<file path="src/rtl/fas_pkg.sv">
// frame animation sequencer: shared types and constants
// used by fas_cfg_regs, fas_step and frame_animation_sequencer

package fas_pkg;

    localparam int MAX_FRAMES = 256;
    localparam int TIME_BITS  = 32;
    localparam int FRAME_BITS = 8;
    localparam int COUNT_BITS = 9;
    localparam int ADDR_BITS  = 5;
    localparam int DATA_BITS  = 32;

    // opcode of an input item
    typedef enum logic [0:0] {
        OP_TICK    = 1'b0,
        OP_RESTART = 1'b1
    } opcode_t;

    // register word indexes (byte address is 4 times this)
    localparam logic [2:0] REG_FRAME_PERIOD = 3'd0;
    localparam logic [2:0] REG_FRAMES_USED  = 3'd1;
    localparam logic [2:0] REG_SHEET_FRAMES = 3'd2;
    localparam logic [2:0] REG_HOLD_FRAME   = 3'd3;
    localparam logic [2:0] REG_HOLD_TIME    = 3'd4;
    localparam logic [2:0] REG_LOOP_LIMIT   = 3'd5;

    localparam logic [9:0]            PERIOD_RESET = 10'd100;
    localparam logic signed [16:0]    LOOP_FOREVER = -17'sd1;
    localparam logic [COUNT_BITS-1:0] USED_MAX     = COUNT_BITS'(MAX_FRAMES);
    localparam logic [15:0]           PASSES_MAX   = 16'hFFFF;

    typedef struct packed {
        logic [9:0]            frame_period_ms;
        logic [COUNT_BITS-1:0] frames_used;
        logic [COUNT_BITS-1:0] sheet_frames;
        logic signed [8:0]     hold_frame;
        logic [31:0]           hold_time_ms;
        logic signed [16:0]    loop_limit;
    } cfg_t;

    typedef struct packed {
        logic [FRAME_BITS-1:0] frame_now;
        logic [TIME_BITS-1:0]  last_advance_ms;
        logic                  done_flag;
        logic [15:0]           passes_done;
        logic                  holding;
        logic [TIME_BITS-1:0]  hold_start_ms;
    } seq_state_t;

endpackage

</file>
<file path="src/rtl/fas_cfg_regs.sv">
// frame animation sequencer: APB-style configuration registers
// depends on fas_pkg

module fas_cfg_regs
    import fas_pkg::*;
(
    input  logic                 clk,
    input  logic                 rst_n,
    input  logic                 psel,
    input  logic                 penable,
    input  logic                 pwrite,
    input  logic [ADDR_BITS-1:0] paddr,
    input  logic [DATA_BITS-1:0] pwdata,
    output logic [DATA_BITS-1:0] prdata,
    output logic                 pready,
    output cfg_t                 cfg
);

    cfg_t       cfg_reg;
    logic       wr_en;
    logic [2:0] word_idx;

    assign pready   = 1'b1;
    assign wr_en    = psel && penable && pwrite;
    assign word_idx = paddr[ADDR_BITS-1:2];
    assign cfg      = cfg_reg;

    always_ff @(posedge clk or negedge rst_n)
    begin
        if (!rst_n)
        begin
            cfg_reg.frame_period_ms <= PERIOD_RESET;
            cfg_reg.frames_used     <= '0;
            cfg_reg.sheet_frames    <= '0;
            cfg_reg.hold_frame      <= -9'sd1;
            cfg_reg.hold_time_ms    <= '0;
            cfg_reg.loop_limit      <= LOOP_FOREVER;
        end
        else if (wr_en)
        begin
            unique case (word_idx)
                REG_FRAME_PERIOD: cfg_reg.frame_period_ms <= pwdata[9:0];
                REG_FRAMES_USED:  cfg_reg.frames_used     <= pwdata[COUNT_BITS-1:0];
                REG_SHEET_FRAMES: cfg_reg.sheet_frames    <= pwdata[COUNT_BITS-1:0];
                REG_HOLD_FRAME:   cfg_reg.hold_frame      <= pwdata[8:0];
                REG_HOLD_TIME:    cfg_reg.hold_time_ms    <= pwdata[31:0];
                REG_LOOP_LIMIT:   cfg_reg.loop_limit      <= pwdata[16:0];
                default:          ;
            endcase
        end
    end

    always_comb
    begin
        unique case (word_idx)
            REG_FRAME_PERIOD: prdata = DATA_BITS'(cfg_reg.frame_period_ms);
            REG_FRAMES_USED:  prdata = DATA_BITS'(cfg_reg.frames_used);
            REG_SHEET_FRAMES: prdata = DATA_BITS'(cfg_reg.sheet_frames);
            REG_HOLD_FRAME:   prdata = DATA_BITS'(cfg_reg.hold_frame);
            REG_HOLD_TIME:    prdata = DATA_BITS'(cfg_reg.hold_time_ms);
            REG_LOOP_LIMIT:   prdata = DATA_BITS'(cfg_reg.loop_limit);
            default:          prdata = '0;
        endcase
    end

endmodule

</file>
<file path="src/rtl/fas_step.sv">
// frame animation sequencer: next-state and result logic for one item
// depends on fas_pkg

module fas_step
    import fas_pkg::*;
(
    input  cfg_t                  cfg,
    input  seq_state_t            state,
    input  opcode_t               opcode,
    input  logic [TIME_BITS-1:0]  now_ms,
    output seq_state_t            state_next,
    output logic                  draw,
    output logic [FRAME_BITS-1:0] frame_index,
    output logic                  finished
);

    logic [COUNT_BITS-1:0] used_eff;
    logic [TIME_BITS-1:0]  since_advance;
    logic [TIME_BITS-1:0]  since_hold;
    logic [COUNT_BITS-1:0] frame_inc;
    logic [COUNT_BITS-1:0] used_last;
    logic [15:0]           passes_inc;
    logic                  active;
    logic                  due;
    logic                  at_hold;
    logic                  advance;

    always_comb
    begin
        used_eff = (cfg.frames_used < cfg.sheet_frames) ? cfg.frames_used : cfg.sheet_frames;
        if (used_eff > USED_MAX)
        begin
            used_eff = USED_MAX;
        end
        used_last     = used_eff - COUNT_BITS'(1);
        since_advance = now_ms - state.last_advance_ms;
        since_hold    = now_ms - state.hold_start_ms;
        due           = since_advance >= TIME_BITS'(cfg.frame_period_ms);
        at_hold       = !cfg.hold_frame[8] && (state.frame_now == cfg.hold_frame[7:0]);
        frame_inc     = COUNT_BITS'(state.frame_now) + COUNT_BITS'(1);
        passes_inc    = (state.passes_done == PASSES_MAX) ? state.passes_done
                                                          : state.passes_done + 16'd1;
        active        = (cfg.frames_used != '0) && (cfg.sheet_frames != '0) && !state.done_flag;
        advance       = 1'b0;
        state_next    = state;
        draw          = 1'b0;

        if (opcode == OP_RESTART)
        begin
            state_next                 = '0;
            state_next.last_advance_ms = now_ms;
        end
        else if (active)
        begin
            if (due)
            begin
                advance = 1'b1;
                if (at_hold)
                begin
                    priority if (!state.holding)
                    begin
                        state_next.holding       = 1'b1;
                        state_next.hold_start_ms = now_ms;
                        advance                  = 1'b0;
                    end
                    else if (since_hold >= cfg.hold_time_ms)
                    begin
                        state_next.holding = 1'b0;
                    end
                    else
                    begin
                        advance = 1'b0;
                    end
                end
            end

            if (advance)
            begin
                state_next.last_advance_ms = now_ms;
                if (frame_inc >= used_eff)
                begin
                    if (cfg.loop_limit == LOOP_FOREVER)
                    begin
                        state_next.frame_now = '0;
                    end
                    else
                    begin
                        state_next.passes_done = passes_inc;
                        // a negative limit finishes on the first wrap
                        if ($signed({1'b0, passes_inc}) >= cfg.loop_limit)
                        begin
                            state_next.done_flag = 1'b1;
                            state_next.frame_now = used_last[FRAME_BITS-1:0];
                        end
                        else
                        begin
                            state_next.frame_now = '0;
                        end
                    end
                end
                else
                begin
                    state_next.frame_now = frame_inc[FRAME_BITS-1:0];
                end
            end

            draw = !state_next.done_flag
                && (COUNT_BITS'(state_next.frame_now) < cfg.sheet_frames);
        end

        frame_index = state_next.frame_now;
        finished    = state_next.done_flag;
    end

endmodule

</file>
<file path="src/rtl/frame_animation_sequencer.sv">
// frame animation sequencer top level: item pipeline and sequence state
// depends on fas_pkg, fas_cfg_regs, fas_step
//
// usage:
// - item channel (item_valid/item_ready) carries opcode and now_ms; a tick
//   advances the frame once frame_period_ms has passed, a restart clears
//   the sequence and takes now_ms as the new time base
// - result channel (result_valid/result_ready) returns draw, frame_index and
//   finished, exactly one result per item, in order
// - the item is registered in the input register at the accept edge, and its
//   result is registered in the result register when it moves on; the sequence
//   state updates on that same edge
// - throughput: one item per cycle, limited only by the result side
// - stalls: an input register and a result register hold one item each, so
//   the block keeps accepting while a result waits; item_ready drops only
//   when both are full and result_ready is low
// - configuration goes through the APB-style port (always ready); the user
//   must write it only while no item is in flight, not enforced by the block
// - reset: registers take their reset values (period 100, hold and loop
//   limit disabled), sequence at frame 0, both stages empty

module frame_animation_sequencer
    import fas_pkg::*;
(
    input  logic                  clk,
    input  logic                  rst_n,
    input  logic                  psel,
    input  logic                  penable,
    input  logic                  pwrite,
    input  logic [ADDR_BITS-1:0]  paddr,
    input  logic [DATA_BITS-1:0]  pwdata,
    output logic [DATA_BITS-1:0]  prdata,
    output logic                  pready,
    input  logic                  item_valid,
    output logic                  item_ready,
    input  logic                  opcode,
    input  logic [TIME_BITS-1:0]  now_ms,
    output logic                  result_valid,
    input  logic                  result_ready,
    output logic                  draw,
    output logic [FRAME_BITS-1:0] frame_index,
    output logic                  finished
);

    cfg_t                  cfg;
    seq_state_t            state_reg;
    seq_state_t            state_next;
    logic                  s1_valid_reg;
    opcode_t               s1_opcode_reg;
    logic [TIME_BITS-1:0]  s1_now_reg;
    logic                  out_valid_reg;
    logic                  draw_reg;
    logic [FRAME_BITS-1:0] frame_reg;
    logic                  finished_reg;
    logic                  draw_next;
    logic [FRAME_BITS-1:0] frame_next;
    logic                  finished_next;
    logic                  s1_move;
    logic                  item_take;

    fas_cfg_regs u_cfg (
        .clk     (clk),
        .rst_n   (rst_n),
        .psel    (psel),
        .penable (penable),
        .pwrite  (pwrite),
        .paddr   (paddr),
        .pwdata  (pwdata),
        .prdata  (prdata),
        .pready  (pready),
        .cfg     (cfg)
    );

    fas_step u_step (
        .cfg         (cfg),
        .state       (state_reg),
        .opcode      (s1_opcode_reg),
        .now_ms      (s1_now_reg),
        .state_next  (state_next),
        .draw        (draw_next),
        .frame_index (frame_next),
        .finished    (finished_next)
    );

    assign s1_move      = s1_valid_reg && (!out_valid_reg || result_ready);
    assign item_ready   = !s1_valid_reg || s1_move;
    assign item_take    = item_valid && item_ready;
    assign result_valid = out_valid_reg;
    assign draw         = draw_reg;
    assign frame_index  = frame_reg;
    assign finished     = finished_reg;

    always_ff @(posedge clk or negedge rst_n)
    begin
        if (!rst_n)
        begin
            s1_valid_reg  <= 1'b0;
            out_valid_reg <= 1'b0;
            state_reg     <= '0;
        end
        else
        begin
            if (item_take)
            begin
                s1_valid_reg <= 1'b1;
            end
            else if (s1_move)
            begin
                s1_valid_reg <= 1'b0;
            end

            if (s1_move)
            begin
                out_valid_reg <= 1'b1;
                state_reg     <= state_next;
            end
            else if (result_ready)
            begin
                out_valid_reg <= 1'b0;
            end
        end
    end

    // item and result payload, no reset needed
    always_ff @(posedge clk)
    begin
        if (item_take)
        begin
            s1_opcode_reg <= opcode_t'(opcode);
            s1_now_reg    <= now_ms;
        end
        if (s1_move)
        begin
            draw_reg     <= draw_next;
            frame_reg    <= frame_next;
            finished_reg <= finished_next;
        end
    end

    a_finished_no_draw: assert property (@(posedge clk) disable iff (!rst_n)
        out_valid_reg && finished_reg |-> !draw_reg)
        else $error("finished result reports a drawn frame");

    a_done_frame_frozen: assert property (@(posedge clk) disable iff (!rst_n)
        state_reg.done_flag && !(s1_move && s1_opcode_reg == OP_RESTART)
        |=> $stable(state_reg.frame_now) && state_reg.done_flag)
        else $error("finished sequence moved without restart");

    a_passes_monotonic: assert property (@(posedge clk) disable iff (!rst_n)
        !(s1_move && s1_opcode_reg == OP_RESTART)
        |=> state_reg.passes_done >= $past(state_reg.passes_done))
        else $error("pass counter went backwards");

    a_stage_holds: assert property (@(posedge clk) disable iff (!rst_n)
        s1_valid_reg && !s1_move |=> s1_valid_reg && $stable(s1_now_reg))
        else $error("stalled item lost from input register");

endmodule
</file>
<file path="config.mk">
export PLATFORM = sky130hd
export DESIGN_NAME = frame_animation_sequencer
export DESIGN_NICKNAME = d
export VERILOG_FILES = /design/src/rtl/fas_pkg.sv /design/src/rtl/fas_cfg_regs.sv /design/src/rtl/fas_step.sv /design/src/rtl/frame_animation_sequencer.sv
export SDC_FILE = /design/constraint.sdc
export NUM_CORES = 1
export LEC_CHECK = 0
export BUFFER_PORTS_ARGS = -buffer_cell sky130_fd_sc_hd__buf_4
export CAP_MARGIN = 20
export CORE_UTILIZATION = 50
export DETAILED_ROUTE_END_ITERATION = 10
export PLACE_DENSITY = 0.73
export RECOVER_POWER = 25
export SYNTH_ARGS = -nofsm -noshare
export SYNTH_HDL_FRONTEND = slang
export SYNTH_SLANG_ARGS = --single-unit
</file>
<file path="constraint.sdc">
create_clock -name clk -period 7.36 [get_ports clk]
set_input_delay 0.368 -clock clk [delete_from_list [all_inputs] [get_ports clk]]
set_output_delay 0.368 -clock clk [all_outputs]
set_load 0.1 [all_outputs]
</file>
# == Word-level counts from Yosys, hierarchy flattened ==
# Index checks and enable logic that the tools add are counted.
# word_totals
reg_bits,221
latchBits,0
ramBits,0
rom_bits,0
inputBits,77
out_inout_bits,45
wordCells,108
memories,0
# op_classes
n_addsub,5
mul,0
n_div,0
order_cmp,7
n_eq_ne,10
shift,0
muxes,30
n_bitwise,1
reduce_logical,36
# ops
cell,count
$pmux 32 s6,1
$mux 90,2
$mux 57,3
$mux 33,2
$sub 32x32->32,2
$mux 17,2
$ge 32x10->1,1
$ge 32x32->1,1
$mux 32,1
$mux 8,3
$mux 9,2
$reduce_bool 9->1,2
$eq 17x1->1 const B,1
$ge 17x17->1,1
$add 16x1->16 const B,1
$eq 16x16->1 const B,1
$mux 16,1
$reduce_bool 2->1,7
$mux 1,13
$reduce_and 2->1,6
$reduce_and 5->1,2
$add 8x1->9 const B,1
$ge 9x9->1,1
$gt 9x9->1 const B,1
17 further kinds,31

# == Logic depth before layout (Yosys ltp) ==
# Gate-level depths: netlist of the first run.
# logic_depth
word_depth,13
mapped_depth,37
mapped_depth_nobuf,35

# == Modules after synthesis ==
# A second synthesis of the first run with hierarchy kept.
# hier_totals
hier_cells,1707
hier_area_um2,17423.0
# by_module_without_submodules
module,n_inst,cells_each,area_each_um2,seq_area_each_um2
fas_step,1,1174,8185.4,0.0
frame_animation_sequencer,1,241,5185.0,3593.4
fas_cfg_regs,1,292,4052.6,2188.3

# == Worst setup path after synthesis of the first run ==
# No wires, ideal clock.
# synth_timing
path_kind,flip-flop to flip-flop
from,register s1_now_reg[0]
to,"register draw_reg, in the netlist draw (data pin)"
setup_time_ps,167
arrival_ps,5885
t_required_ps,7193
setup_slack_ps,1308
stages_incl_launch_ff,33
n_path_buf,2
synth_period_minus_slack_ps,6052
path_cell_list,edfxtp_1 > inv_1 > ha_1 > inv_1 > fa_1 > a21o_1 > a21oi_1 > o21bai_1 > nand3_1 > a31oi_1 > a211o_1 > a2111o_1 > o21ai_0 > o2111ai_1 > a21oi_1 > xnor2_1 > ha_1 > nand4_1 > o41ai_1 > and2_1 > buf_6 > clkbuf_1 > o21ai_0 > ha_1 > a21o_1 > a21o_1 > a21oi_1 > nor2b_1 > o21ai_0 > nand2b_1 > a21oi_1 > o21ai_0 > a211oi_1
# synth_via
elab_chain_len,13
word_cells_on_any_way,16
classes_between,add/sub (2); order compare (3); mux (9); reduce/logical (2)
# synth_lines
item,line,rtl
start: declaration,frame_animation_sequencer.sv:50,logic [TIME_BITS-1:0] s1_now_reg;
start signal: assignment,frame_animation_sequencer.sv:130,s1_now_reg <= now_ms;
$sub 32x32->32,fas_step.sv:37,since_hold = now_ms - state.hold_start_ms;
$ge 32x32->1,fas_step.sv:66,else if (since_hold >= cfg.hold_time_ms)
$mux 1,fas_step.sv:66,
$mux 1,fas_step.sv:60,priority if (!state.holding)
$mux 1,fas_step.sv:58,if (at_hold)
$mux 1 *,fas_step.sv:55,if (due)
$mux 1 *,fas_step.sv:53,else if (active)
$mux 1 *,fas_step.sv:48,if (opcode == OP_RESTART)
$mux 57 *,fas_step.sv:77,if (advance)
$mux 57 *,fas_step.sv:53,
$mux 57 *,fas_step.sv:48,
$lt 8x9->1 or $logic_not 1->1 (tied branches),"fas_step.sv:108, fas_step.sv:107",
$logic_and 1x1->1 *,fas_step.sv:108,&& (COUNT_BITS'(state_next.frame_now) < cfg.sheet_frames);
end signal: assignment,frame_animation_sequencer.sv:134,draw_reg <= draw_next;
end: declaration,frame_animation_sequencer.sv:52,logic draw_reg;
# Every way passes the cells marked *; elsewhere a longest branch is shown, timed or not. The select of a mux whose other input is x is not followed.
# A chain may end at the register's enable or synchronous reset.

# == Worst setup path after layout of the first run ==
# Same ends and word-level chain as after synthesis.

==> Flow_metrics.wiki, run 1 <==
{| class="wikitable"
! Metric !! Value
|-
| Run status || finished with violations
|-
| Violations in the final reports || design-rule violations, max-capacitance violations, max-slew violations
|-
| Drt initial violations || around 1100
|-
| Synthesized area per cell || between 9 and 10 um2
|-
| Commonest non-fill, non-tap cells in the layout || sky130_fd_sc_hd__inv_1, sky130_fd_sc_hd__nand2_1, sky130_fd_sc_hd__dfrtp_1, sky130_fd_sc_hd__ha_1, sky130_fd_sc_hd__o21ai_0
|-
| Category of the most critical setup path || reg -> reg
|-
| Synth cell types || about 80
|-
| Top flip-flop cell by instance count after synthesis || sky130_fd_sc_hd__dfrtp_1
|-
| Max_slew headroom || -196%
|-
| Final Hold Fails || 0
|-
| Commonest non-fill, non-tap cell in the layout || sky130_fd_sc_hd__inv_1
|-
| CP dominant cell by count || sky130_fd_sc_hd__a21oi_1
|-
| Slowest stage delay, CP || just over 0.4 ns
|-
| Share of synthesized registers carrying an async set or reset || between 80 and 90%
|-
| Count of nets after finishing || between 2000 and 2500
|-
| Psw || approximately 2300 uW
|-
| Die Ht || ~180 um
|-
| CP startpoint kind || register
|-
| Clock tree from TritonCTS || yes
|-
| Via count of the first global-routing pass || 13100
|-
| FP Rows || 64
|-
| Synthesized instance count || 1709
|-
| Yosys reg bits || between 200 and 250
|-
| Number of warnings issued by yosys || 0
|-
| Logic gate share of total power || a little under half
|-
| Final worst path period share || roughly 92%
|-
| Synth-to-Final Area Change || 15.6%
|-
| Worst vdd ir || between 0.2 and 0.25 mV
|-
| Max-cap violation count || 1
|-
| Largest net degree at the start of global routing || 82
|-
| Post-route DRC || 9
|-
| Horizontal die dimension || 180 um
|-
| Max-slew violation count || 82
|-
| Number of flip-flops under the largest register name || 90
|-
| Count of TritonRoute iterations in the first routing pass || 11
|-
| Buf+Inv Stages, Crit Path || 3
|-
| Gp weighted congestion || around 0.96
|-
| Die Outline Area || roughly 32000 um2
|-
| Global route total overflow || 0
|-
| Antenna fix cells || 0
|-
| Unrepaired setup endpoints after global routing || no
|-
| PortBufs || approximately 120
|-
| DR vias || approximately 13000
|-
| All-Layer GR Usage || between 20% and 30%
|-
| Sequential share of the synthesized area || a little over a third
|-
| Fraction of layout instances using a drive strength above 1 || 15.9%
|-
| Post-Synthesis Net Count || roughly 1900
|-
| Routed WL per cell || approximately 19 um
|-
| Via count normalized by instance count || 5.94
|-
| Area of the core || 30800 um2
|-
| Clock latency on the worst-skew pair || roughly 0.53 ns
|-
| Maximum buffer depth of the clock tree || 3
|-
| Switch share || between 40% and 50%
|-
| Type of the worst min-delay path || in -> reg
|-
| Final antenna-violating net count || 0
|-
| Wire length reported by the detailed router || between 40000 and 50000 um
|-
| H-tree level count || 1
|-
| Clock network power share || a little under a quarter
|-
| P_leak || ~0.0084 uW
|-
| Final Instance Area || 18200 um2
|-
| Sequential fraction of design power || 29.9%
|-
| Worst slew pin tran || approximately 4.4 ns
|-
| Kind of cell with the highest combined delay on the critical path || compound AO/OA/AOI/OAI gates
|-
| Total clock sinks || 221
|-
| Combined area of all synthesized cells || approximately 16000 um2
|-
| EDFF count, synth || 43
|-
| Antenna violations before repair || 0
|-
| Final Setup Violations || 0
|-
| WP data required || just under 8 ns
|-
| Internal power || between 3000 and 4000 uW
|-
| Post-DP HPWL || around 33000 um
|-
| Io pins || 122
|-
| Final-layout setup total negative slack || 0 ns
|-
| Sort of element at the end of the critical path || register
|-
| Global-route wire length before repair || slightly below 70000 um
|-
| Arrival time at the worst endpoint || a little over 7 ns
|-
| Clock skew after layout || roughly 0.009 ns
|-
| Total cell area at the placement stage || ~17000 um2
|-
| Clk pin slew, worst setup/hold paths || 0.06 ns
|-
| CTS root buf || sky130_fd_sc_hd__clkbuf_16
|-
| Largest driver fanout on the critical path || 13
|-
| Initial core utilization || about half
|-
| Achievable clock frequency || approximately 150 MHz
|-
| Slowest cell on the critical path || sky130_fd_sc_hd__edfxtp_1
|-
| Power per standard cell area || 315 nW/um2
|-
| Post-route minimum period || roughly 7 ns
|-
| Number of buffers inserted during clock tree synthesis || 26
|}
==> cells in the mapped netlist, types with 14 or more instances <==
library cell | count | share of area (%)
sky130_fd_sc_hd__mux2i_1 | 21 | 1.3
sky130_fd_sc_hd__a211oi_1 | 14 | 0.67
sky130_fd_sc_hd__nand3_1 | 29 | 0.92
sky130_fd_sc_hd__nor2_1 | 92 | 2.2
sky130_fd_sc_hd__a31oi_1 | 26 | 1.0
sky130_fd_sc_hd__o21a_1 | 21 | 1.0
sky130_fd_sc_hd__nand4_1 | 25 | 0.99
sky130_fd_sc_hd__dfrtp_1 | 149 | 24
sky130_fd_sc_hd__buf_2 | 15 | 0.48
sky130_fd_sc_hd__nand2_1 | 151 | 3.6
sky130_fd_sc_hd__nor3_1 | 17 | 0.54
sky130_fd_sc_hd__xor2_1 | 21 | 1.2
sky130_fd_sc_hd__a21oi_1 | 93 | 2.9
sky130_fd_sc_hd__a22o_1 | 58 | 3.2
sky130_fd_sc_hd__dfstp_2 | 29 | 4.8
sky130_fd_sc_hd__nand2b_1 | 29 | 1.1
sky130_fd_sc_hd__o211ai_1 | 14 | 0.67
sky130_fd_sc_hd__edfxtp_1 | 43 | 8.2
sky130_fd_sc_hd__inv_1 | 172 | 4.1
sky130_fd_sc_hd__ha_1 | 147 | 12
sky130_fd_sc_hd__a21o_1 | 60 | 2.9
sky130_fd_sc_hd__xnor2_1 | 51 | 2.8
sky130_fd_sc_hd__o21ai_0 | 116 | 3.7
sky130_fd_sc_hd__nor2b_1 | 14 | 0.55
sky130_fd_sc_hd__mux2_2 | 69 | 4.9
sky130_fd_sc_hd__clkbuf_1 | 44 | 1.0
==> worst paths after layout <==
check,startpoint,endpoint,slack (ns),cells after the start
min in group asynchronous,rst_n,state_reg[51]$_DFFE_PN0P_,1.97,2
worst min-delay path,pwdata[31],u_cfg.cfg[48]$_DFFE_PN0P_,0.04,3
max in group asynchronous,rst_n,u_cfg.cfg[61]$_DFFE_PN0P_,2.90,2
worst max register to register,s1_now_reg[0]$_DFFE_PP_,draw$_SDFFCE_PP0P_,0.56,34
worst min register to register,s1_valid_reg$_DFFE_PN0P_,result_valid$_DFFE_PN0P_,0.48,1
worst max-delay path,s1_now_reg[0]$_DFFE_PP_,draw$_SDFFCE_PP0P_,0.56,34
==> cells by family (layout without fill, tap and decap cells) <==
group / Yosys count / in the layout / share of synthesized area [%]
xor gates and xnor gates: 72 / 72 / 3.99
buffers and inverters: 240 / 390 / 6.09
other: 1 / 1 / 0.0237
AOI/OAI and AO/OA: 513 / 513 / 21.9
muxes: 93 / 93 / 6.54
and+or+nand+nor: 420 / 420 / 12.9
adders and majority gates: 149 / 149 / 11.9
DFF: 221 / 221 / 36.6
==> metrics by stage <==
step | setup WS [ns] | total power (uW) | hold WS, ns | instances | utilization (%)
detailed placement | 0.612 | 4360 | 0.467 | 2174 | 55.2
global placement | 0.734 | 4310 | 0.458 | 2174 | 55.2
global route | 0.0294 | 6120 | 0.0246 | 2255 | 59.2
floorplan | 1.31 | 3680 | 0.0724 | 1709 | -
CTS | 0.566 | 5750 | 0.00175 | 2254 | 59.2
finish | 0.560 | 5740 | 0.0389 | 2255 | 59.2
==> layout make-up <==
class                      instances  area [um2]
fill                            2653       12600
sequential                       221        5780
clock inverter                     7         123
timing repair buffer             169        1340
multi-input combinational       1248        9070
clock buffer                      41         788
inverter                         173         649
tap                              396         495
==> power groups by stage <==
stage | Combinational [uW] | Sequential (uW) | Clock (uW)
after floorplan | 1970 | 1710 | 0
after CTS | 2660 | 1710 | 1370
final | 2680 | 1720 | 1350
after global placement | 2580 | 1720 | 0
after detailed placement | 2630 | 1730 | 0
after global routing | 2960 | 1740 | 1420
==> tightest hold or removal path, stage by stage <==
cell	delay [ns]
sky130_fd_sc_hd__buf_4	0.08
sky130_fd_sc_hd__nand2_1	0.03
sky130_fd_sc_hd__o21ai_0	0.06
==> layer usage <==
layer | vias up | share of wire [%] | GRT usage (%)
met5 | - | 0 | 0
met4 | 0 | 3.8 | 9.45
met2 | 423 | 47 | 44.2
met3 | 104 | 5.7 | 3.14
li1 | 6442 | - | -
met1 | 6418 | 44 | 35.4
==> timing repair <==
item                                    in CTS  in global routing
buffers inserted                             0                  0
gates resized for setup                      0                  1
hold endpoints to repair                    99                  0
hold buffers                                32                  0
endpoints found under the setup margin       0                  1
Note: power is estimated with default switching activity, not from simulation.
==> run 2: changes to the inputs <==
CELL_PAD_IN_SITES_DETAIL_PLACEMENT = 1   (was default)
CELL_PAD_IN_SITES_GLOBAL_PLACEMENT = 1   (was default)
CORE_UTILIZATION = 48   (was 50)
HOLD_SLACK_MARGIN = 0.12   (was default)
PLACE_DENSITY = 0.87   (was 0.73)
==> Flow_metrics.wiki, run 2 (synthesis results as in run 1) <==
{| class="wikitable"
! Metric !! Value
|-
| Reg-to-reg startpoint || s1_now_reg[1]$_DFFE_PP_
|-
| Fill cell count || 3685 (+39%)
|-
| Synth-to-Final Area Change || 18.8%
|-
| Post-route non-filler standard cell count || 2346 (+4.0%)
|-
| Met2 wire length || 25800 um (+29%)
|-
| Stages on the worst setup path || 33 (-2.9%)
|-
| Final-layout setup total negative slack || 0 ns (unchanged)
|-
| Routed length on met3 || 2680 um (+9.2%)
|-
| Worst vdd ir || 0.226 mV (-1.8%)
|-
| DP Worst Slack || 0.623 ns (+0.0107 ns)
|-
| Run status || finished with violations
|-
| Antenna violations before repair || 1 (+1)
|-
| Total power after layout || 6030 uW (+5.1%)
|-
| PortBufs || 118 (unchanged)
|-
| Path depth of the worst reg2reg path || 33 (-2.9%)
|-
| All-Layer GR Usage || 31.8% (+5.4 points)
|-
| Drt initial violations || 857 (-21%)
|-
| Number of flip-flops under the largest register name || 90 (unchanged)
|-
| Worst slew pin tran || 4.38 ns (-0.0667 ns)
|-
| Max_slew headroom || -192% (+4.4 points)
|-
| Register-to-Register Setup Slack || 0.64 ns (+0.08 ns)
|-
| M1 wire length || 21800 um (+16%)
|-
| Final worst path period share || 91.3% (-1.1 points)
|-
| H-tree level count || 1 (unchanged)
|-
| Initial core utilization || 48.7% (-2.6 points)
|-
| Clock skew after layout || 0.0291 ns (+0.0200 ns)
|-
| Max-slew violation count || 79 (-3.7%)
|-
| Fraction of layout instances using a drive strength above 1 || 16.1% (+0.20 points)
|-
| Antenna fix cells || 0 (unchanged)
|-
| Sort of element at the end of the critical path || register
|-
| P_leak || 0.00858 uW (+2.4%)
|-
| Largest driver fanout on the critical path || 6 (-7)
|-
| Clock latency on the worst-skew pair || 0.55 ns (+0.02 ns)
|-
| Launching element of the worst setup path || s1_now_reg[1]$_DFFE_PP_
|-
| Area of the core || 32500 um2 (+5.3%)
|-
| Post-DP HPWL || 37600 um (+14%)
|-
| Worst setup endpoint || draw$_SDFFCE_PP0P_
|-
| Post-route DRC || 0 (-9)
|-
| Buf+Inv Stages, Crit Path || 0 (-3)
|-
| Number of buffers inserted during clock tree synthesis || 27 (+3.8%)
|-
| Horizontal die dimension || 183 um (+2.0%)
|-
| CTS root buf || sky130_fd_sc_hd__clkbuf_16
|-
| Final antenna-violating net count || 0 (unchanged)
|-
| Commonest non-fill, non-tap cell in the layout || sky130_fd_sc_hd__inv_1
|-
| Power per standard cell area || 322 nW/um2 (+2.2%)
|-
| Post-route minimum period || 6.72 ns (-0.0802 ns)
|-
| Setup slack of the critical path after layout || 0.640 ns (+0.0802 ns)
|-
| Type of the worst min-delay path || in -> reg
|-
| Global route total overflow || 0 (unchanged)
|-
| Max-cap violation count || 1 (unchanged)
|-
| Via count normalized by instance count || 6.09 (+2.6%)
|-
| Maximum buffer depth of the clock tree || 3 (unchanged)
|-
| Top routing layer in use || met4
|-
| CP startpoint kind || register
|-
| Count of TritonRoute iterations in the first routing pass || 7 (-4)
|-
| Die Ht || 183 um (+2.0%)
|-
| Terminus of the critical flop-to-flop path || draw$_SDFFCE_PP0P_
|-
| Slowest stage delay, CP || 0.56 ns (+0.15 ns)
|-
| Io pins || 122 (unchanged)
|-
| Sequential cell area || 5780 um2 (unchanged)
|-
| Total clock sinks || 221 (unchanged)
|-
| FP Rows || 66 (+3.1%)
|-
| Gp weighted congestion || 0.951 (-0.54%)
|-
| Commonest non-fill, non-tap cells in the layout || sky130_fd_sc_hd__inv_1, sky130_fd_sc_hd__nand2_1, sky130_fd_sc_hd__dfrtp_1, sky130_fd_sc_hd__ha_1, sky130_fd_sc_hd__o21ai_0
|-
| Final Setup Violations || 0 (unchanged)
|-
| Largest net degree at the start of global routing || 79 (-3.7%)
|-
| Kind of cell with the highest combined delay on the critical path || compound AO/OA/AOI/OAI gates
|-
| Die Outline Area || 33600 um2 (+4.1%)
|-
| Routed WL per cell || 22.5 um (+19%)
|-
| Category of the most critical setup path || reg -> reg
|-
| Clock tree from TritonCTS || yes
|-
| Achievable clock frequency || 149 MHz (+1.2%)
|-
| DR vias || 14300 (+6.7%)
|-
| Wire length reported by the detailed router || 52900 um (+23%)
|-
| Arrival time at the worst endpoint || 7.09 ns (-0.07 ns)
|-
| Post-CTS setup buffer count || 0 (unchanged)
|-
| Clk pin slew, worst setup/hold paths || 0.07 ns (about the same)
|-
| Hold path startpoint || pwdata[0]
|-
| Number of cells in the design after placement || 2228 (+2.5%)
|-
| Count of nets after finishing || 2109 (+2.1%)
|-
| Multi-input combinational cell area || 9070 um2 (about the same)
|-
| WP data required || 7.73 ns (about the same)
|-
| Via count of the first global-routing pass || 15400 (+17%)
|-
| Slowest cell on the critical path || sky130_fd_sc_hd__o31ai_1
|-
| Global-route wire length before repair || 83800 um (+22%)
|-
| CP dominant cell by count || sky130_fd_sc_hd__o21ai_0
|-
| Final Hold Fails || 0 (unchanged)
|-
| Unrepaired setup endpoints after global routing || no
|-
| Violations in the final reports || max-capacitance violations, max-slew violations
|}
-- run 2: cell count changes in the layout (fill, tap and decap cells not counted), moves of 2 or more --
cell and change:
sky130_fd_sc_hd__clkinv_1 +3, sky130_fd_sc_hd__clkbuf_8 -5, sky130_fd_sc_hd__bufinv_16 +2, sky130_fd_sc_hd__dlygate4sd3_1 +35, sky130_fd_sc_hd__buf_4 +6, sky130_fd_sc_hd__clkbuf_1 -3, sky130_fd_sc_hd__clkinv_2 +4
-- run 2: timing repair --
item	in CTS	in global routing
setup endpoints to repair	0	1
hold buffers	67	0
hold endpoints to repair	155	0
resized for setup	0	1
-- run 2: worst reg2reg max path: cells and delay by family, from the launching register on --
family                     cells  cell delay [ns]
adders and majority gates      3             0.91
DFF                            1             0.51
xor gates and xnor gates       1             0.09
and+or+nand+nor               11             1.39
AOI/OAI and AO/OA             18             3.63
-- run 2: worst min-delay path by stage --
stage	endpoint	depth (start not counted)
after global placement	state_reg[54]$_DFFE_PN0P_	1
after detailed placement	state_reg[54]$_DFFE_PN0P_	1
after floorplan	result_valid$_DFFE_PN0P_	0
final	u_cfg.cfg[67]$_DFFE_PN0P_	2
after CTS	u_cfg.cfg[67]$_DFFE_PN0P_	2
after global routing	u_cfg.cfg[0]$_DFFE_PN1P_	2
-- run 2: per-stage QoR --
step / hold WS [ns] / utilization, % / instance area, um2
after global placement: 0.449 / 52.8 / 17100
after floorplan: 0.0724 / - / 15800
after detailed placement: 0.455 / 52.9 / 17200
after CTS: 0.128 / 57.8 / 18800
after global routing: 0.147 / 57.8 / 18800
final: 0.158 / 57.8 / 18800
-- run 2: routing by layer --
metal	GRT usage [%]	vias up
met3	4.21	162
met1	38.9	7132
met4	15.0	0
met2	55.5	482
li1	-	6507
met5	0	-
-- run 2: power breakdown --
part	total, uW	internal, uW	switching, uW
combinational	2880	1110	1780
clock	1420	860	560
sequential	1730	1510	224
total	6030	3470	2560
-- run 2: cell type report --
class / instances / area share (%)
repair buffers: 212 / 9.45
multi-input cells: 1248 / 48.4
inverters: 173 / 3.46
clock inverters: 17 / 1.18
clock buffers: 33 / 3.78
flip-flops and latches: 221 / 30.8
well taps: 442 / 2.95
